### config.mk
export PLATFORM = sky130hd
export DESIGN_NAME = eecpc_div
export DESIGN_NICKNAME = d
export VERILOG_FILES = /design/src/sv/eecpc_pkg.sv /design/src/sv/eecpc_div.sv
export SDC_FILE = /design/constraint.sdc
export NUM_CORES = 2
export LEC_CHECK = 0
export BUFFER_PORTS_ARGS = -buffer_cell sky130_fd_sc_hd__buf_2
export CORE_UTILIZATION = 30
export CTS_CLUSTER_SIZE = 20
export DETAILED_ROUTE_END_ITERATION = 6
export PLACE_DENSITY = 0.44
export SLEW_MARGIN = 20
export SYNTH_ARGS = -nofsm -noshare
export SYNTH_HDL_FRONTEND = slang
export SYNTH_SLANG_ARGS = --single-unit
### constraint.sdc
create_clock -name clock -period 6 [get_ports clock]
set_input_delay 0.6 -clock clock [delete_from_list [all_inputs] [get_ports clock]]
set_output_delay 0.6 -clock clock [all_outputs]
set_load 0.01 [all_outputs]
### src/sv/eecpc_pkg.sv
// shared widths, codes and types for the edge pair closest point classifier
// no dependencies
package eecpc_pkg;

   localparam int COORD_BITS = 16;
   localparam int FRAC_BITS  = 16;

   // datapath widths, derived from the coordinate width, the tolerance width and FRAC_BITS
   localparam int DIFF_W = COORD_BITS + 1;
   localparam int PROD_W = 2 * DIFF_W;
   localparam int DOT_W  = PROD_W + 2;
   localparam int LEN_W  = DOT_W - 1;
   localparam int BIG_W  = 2 * DOT_W;
   localparam int DEL_W  = BIG_W + 1;
   localparam int TOL_W  = 32;
   localparam int TA_W   = TOL_W + LEN_W;
   localparam int TA_LO  = (TA_W + 1) / 2;
   localparam int TA_HI  = TA_W - TA_LO;
   localparam int CMP_W  = TOL_W + DEL_W + 1;
   localparam int DIV_W  = DEL_W;
   localparam int OUT_W  = FRAC_BITS + 1;

   localparam logic [TOL_W-1:0] TOL_RESET = TOL_W'(1);
   localparam logic [OUT_W-1:0] PARAM_ONE = OUT_W'(1) << FRAC_BITS;

   typedef enum logic [3:0] {
      CLS_EE    = 4'd0,
      CLS_VE023 = 4'd1,
      CLS_VE123 = 4'd2,
      CLS_VV02  = 4'd3,
      CLS_VV12  = 4'd4,
      CLS_VE201 = 4'd5,
      CLS_VV03  = 4'd6,
      CLS_VV13  = 4'd7,
      CLS_VE301 = 4'd8
   } pair_class_type;

   typedef enum logic [1:0] {
      SEL_ZERO = 2'd0,
      SEL_ONE  = 2'd1,
      SEL_DIV  = 2'd2
   } param_sel_type;

   typedef struct packed {
      logic           valid;
      pair_class_type cls;
      param_sel_type  t0_sel;
      param_sel_type  t1_sel;
   } meta_type;

endpackage

### src/sv/eecpc_div.sv
// pipelined restoring fraction divider, one quotient bit per stage
// depends on eecpc_pkg
module eecpc_div (
   input  logic                           clock,
   input  logic                           en,
   input  logic [eecpc_pkg::DIV_W-1:0]     num_in,
   input  logic [eecpc_pkg::DIV_W-1:0]     den_in,
   output logic [eecpc_pkg::FRAC_BITS-1:0] quo_out
);
   import eecpc_pkg::*;

   logic [DIV_W-1:0]     rem_ff [FRAC_BITS];
   logic [DIV_W-1:0]     den_ff [FRAC_BITS];
   logic [FRAC_BITS-1:0] quo_ff [FRAC_BITS];
   logic [DIV_W-1:0]     rem_in [FRAC_BITS];
   logic [FRAC_BITS-1:0] quo_in [FRAC_BITS];

   for (genvar k = 0; k < FRAC_BITS; k++) begin : g_step
      logic [DIV_W-1:0]     rem_prev;
      logic [DIV_W-1:0]     den_prev;
      logic [FRAC_BITS-1:0] quo_prev;
      logic [DIV_W-1:0]     dbl;
      logic                 ge;

      if (k == 0) begin : g_first
         assign rem_prev = num_in;
         assign den_prev = den_in;
         assign quo_prev = '0;
      end else begin : g_next
         assign rem_prev = rem_ff[k-1];
         assign den_prev = den_ff[k-1];
         assign quo_prev = quo_ff[k-1];
      end

      // shift remainder, subtract when it reaches the divisor
      assign dbl       = {rem_prev[DIV_W-2:0], 1'b0};
      assign ge        = dbl >= den_prev;
      assign rem_in[k] = ge ? dbl - den_prev : dbl;
      assign quo_in[k] = {quo_prev[FRAC_BITS-2:0], ge};

      always_ff @(posedge clock) begin
         if (en) begin
            rem_ff[k] <= rem_in[k];
            den_ff[k] <= den_prev;
            quo_ff[k] <= quo_in[k];
         end
      end
   end

   assign quo_out = quo_ff[FRAC_BITS-1];

endmodule

==> insert_results.sql <==
INSERT INTO impl_metrics (metric_group, metric, value, unit) VALUES
('critical_path', 'cp_max_fo', '28', ''),
('cts', 'postCtsHoldBufs', '144', ''),
('critical_path', 'path_buf_inv', '2', ''),
('die', 'die_h', '704', 'um'),
('pwr', 'internal-power', '51300', 'uW'),
('cts', 'clock_insertion_delay_worst_skew', '0.93', 'ns'),
('outcome', 'status', 'finished clean', ''),
('sta', 'finalClockSkew', '0.0377', 'ns'),
('critical_path', 'setup.worst_path.end_class', 'register', ''),
('die', 'start_util', '0.302', ''),
('cells_and_area', 'final_layout_size_suffix_gt1_frac', '0.0671', ''),
('sta', 'min_period_over_period', '0.899', ''),
('logic_synthesis', 'synth.avg_cell_area', '10.0', 'um2'),
('critical_path', 'critical_path.cell_chain', 'inv_1, ha_1, nand3_2, o21ai_1, o311ai_1, a211oi_1, nor2_1, o41a_1, or4b_1, a21o_1, o31ai_2, a31oi_1, o21ai_2, a21o_4, buf_12, mux2_1', ''),
('logic_synthesis', 'syn-cell-area', '148000', 'um2'),
('drt', 'total_length_of_routed_wires', '409000', 'um'),
('min_path', 'hold_path_class', 'in2reg', ''),
('placement', 'preCtsSetupSlack', '0.509', 'ns'),
('min_path', 'holdPathEnd', 'rem_ff[1][438]', ''),
('placement', 'post_dp_cell_area', '157000', 'um2'),
('logic_synthesis', 'synthDominantCellAreaShare', '0.469', ''),
('cts', 'post-cts-setup-buffers', '0', ''),
('logic_synthesis', 'synth-seq-area-share', '0.469', ''),
('die', 'ioPinCount', '164', ''),
('pwr', 'vdd_drop_max', '0.282', 'mV'),
('run', 'number_of_maximum_capacitance_constraint_violations', '0', ''),
('sta', 'fin_hold_ws', '0.167', 'ns'),
('placement', 'numPortBuffers', '162', ''),
('critical_path', 'crit-reg2reg-capture', 'rem_ff[0][308]', ''),
('grt', 'antenna_found_initial', '2', ''),
('drt', 'vias_per_cell', '4.84', ''),
('critical_path', 'cpPeakStageDelay', '0.60', 'ns'),
('logic_synthesis', 'synth.lib_cells_used.distinct', '95', ''),
('drt', 'detailroute.via_count', '105406', ''),
('die', 'chipWidth', '704', 'um'),
('critical_path', 'critical_path.reg2reg.startpoint', 'den_ff[0][224]', ''),
('placement', 'place_congestion', '0.894', ''),
('sta', 'worst_slew_margin_rel', '0.260', ''),
('sta', 'timing_hold_violations_final', '0', ''),
('drt', 'tritonroute_pass_1_iters', '5', ''),
('pwr', 'p_clk_frac', '0.190', ''),
('logic_synthesis', 'synth_fp_nets', '16128', ''),
('logic_synthesis', 'synth_top_cell_by_area', 'sky130_fd_sc_hd__edfxtp_1', ''),
('critical_path', 'timing_worst_setup_path_type', 'reg2reg', ''),
('drt', 'first_iter_violations', '4881', ''),
('cts', 'cts-root-buf', 'sky130_fd_sc_hd__clkbuf_16', ''),
('cts', 'clock_tree_from_tritoncts', 'yes', ''),
('grt', 'grt_start_max_net_pins', '143', ''),
('pwr', 'swShare', '0.408', ''),
('cts', 'clock_path_buffers', '4', ''),
('critical_path', 'critical_path.top_delay_family', 'compound AO/OA/AOI/OAI gates', ''),
('critical_path', 'cpMaxStageDelayCell', 'sky130_fd_sc_hd__or4b_1', ''),
('logic_synthesis', 'number_of_synthesized_flops_with_an_enable_pin', '2311', ''),
('logic_synthesis', 'ys_seq_elements', '2311', ''),
('grt', 'first_pass_grt_wire_length', '627000', 'um'),
('pwr', 'comb_power_share', '0.502', ''),
('grt', 'global_route_usage_sum', '0.160', ''),
('sta', 'setup_repair_after_global_routing_missed_its_margin', 'no', ''),
('cts', 'register_clock_pin_slew_on_the_reported_worst_setup_and_hold_paths', '0.05', 'ns'),
('critical_path', 'worst_r2r_path_cells', '16', ''),
('drt', 'route.detailed.wl_per_inst', '18.8', 'um'),
('cells_and_area', 'layout_common_cells', 'sky130_fd_sc_hd__edfxtp_1 (2311), sky130_fd_sc_hd__a21oi_1 (1566), sky130_fd_sc_hd__inv_1 (1473)', ''),
('sta', 'worst_slew_pin_slew', '1.10', 'ns'),
('sta', 'post-route-worst-setup-slack', '0.607', 'ns'),
('sta', 'setup_violations', '0', ''),
('grt', 'first_global_vias', '108254', ''),
('drt', 'route.detailed.drc', '0', ''),
('pwr', 'cellLeakagePower', '0.0692', 'uW'),
('cts', 'clkSinkCount', '2311', ''),
('min_path', 'timing.hold.worst.start', 'en', ''),
('cells_and_area', 'finish.utilization', '0.342', '');
-- cell type report --
class	count	area, um2
multi-input cells	10445	70900
well taps	6475	8100
clock buffers	335	7430
clock inverters	172	1410
repair buffers	570	4720
inverters	1477	5540
diodes	13	32.5
flip-flops and latches	2311	69400
fillers	49796	323000
-- cell usage after synthesis (49+ instances only) --
library cell and number:
sky130_fd_sc_hd__nor4_1 52, sky130_fd_sc_hd__a21o_1 709, sky130_fd_sc_hd__o21ai_0 1011, sky130_fd_sc_hd__o21bai_1 203, sky130_fd_sc_hd__edfxtp_1 2311, sky130_fd_sc_hd__nor2_1 854, sky130_fd_sc_hd__ha_1 1167, sky130_fd_sc_hd__o21a_1 103
sky130_fd_sc_hd__and3_1 92, sky130_fd_sc_hd__o211ai_1 51, sky130_fd_sc_hd__mux2_1 209, sky130_fd_sc_hd__a211oi_1 73, sky130_fd_sc_hd__xnor2_1 598, sky130_fd_sc_hd__nand2_1 1234, sky130_fd_sc_hd__and2_1 59, sky130_fd_sc_hd__nand3_1 225
sky130_fd_sc_hd__a31oi_1 137, sky130_fd_sc_hd__nor2b_1 145, sky130_fd_sc_hd__o31ai_1 86, sky130_fd_sc_hd__nand4_1 347, sky130_fd_sc_hd__o21ai_1 125, sky130_fd_sc_hd__mux2_2 101, sky130_fd_sc_hd__buf_2 49, sky130_fd_sc_hd__xor2_1 411
sky130_fd_sc_hd__nand2b_1 143, sky130_fd_sc_hd__a21oi_1 1569, sky130_fd_sc_hd__clkbuf_1 485, sky130_fd_sc_hd__inv_1 1473, sky130_fd_sc_hd__nor3_1 134
-- through the flow --
| step | power (uW) | std cells |
|---|---|---|
| final | 86700 | 21798 |
| after global routing | 93400 | 21796 |
| after CTS | 87600 | 21785 |
| after detailed placement | 70400 | 21134 |
| after global placement | 70600 | 21134 |
| after floorplan | 57600 | 14798 |
-- power groups by stage --
stage	combinational [uW]	clock, uW	sequential (uW)
2_1_floorplan	32000	0	25600
3_3_place_gp	43400	0	27200
3_5_place_dp	43400	0	27000
6_report	43500	16500	26700
4_1_cts	43700	17200	26700
5_1_grt	48500	17700	27200
-- registers in the layout, indices dropped and copies added, names as in the netlist --
signal  cells
quo_ff    136
den_ff   1095
rem_ff   1080
-- cell families after synthesis --
group	Yosys count	share of synthesized area
AOI/OAI and AO/OA	4465	0.183
adders and majority gates	1182	0.101
muxes	325	0.0246
and+or+nand+nor	3464	0.110
buffers and inverters	2042	0.0533
DFF	2311	0.469
xor gates and xnor gates	1009	0.0597
-- metal layers --
| metal | routed length, um | global-route usage | up-vias |
|---|---|---|---|
| met4 | 30300 | 0.104 | 0 |
| met3 | 9540 | 0.0142 | 791 |
| met5 | 0 | 0 | - |
| met2 | 193000 | 0.278 | 1617 |
| li1 | - | - | 54450 |
| met1 | 176000 | 0.189 | 48548 |
-- worst max-delay path by stage --
stage                   start        endpoint  depth (start not counted)
6_report       den_ff[0][224]  rem_ff[0][308]                         16
3_5_place_dp   rem_ff[1][303]  rem_ff[1][427]                         16
4_1_cts        rem_ff[1][303]  rem_ff[1][427]                         16
2_1_floorplan  rem_ff[0][221]  rem_ff[0][355]                         16
3_3_place_gp   rem_ff[1][303]  rem_ff[1][427]                         16
5_1_grt        rem_ff[1][303]  rem_ff[1][427]                         16
No activity file was read; power rests on OpenSTA's default activity.
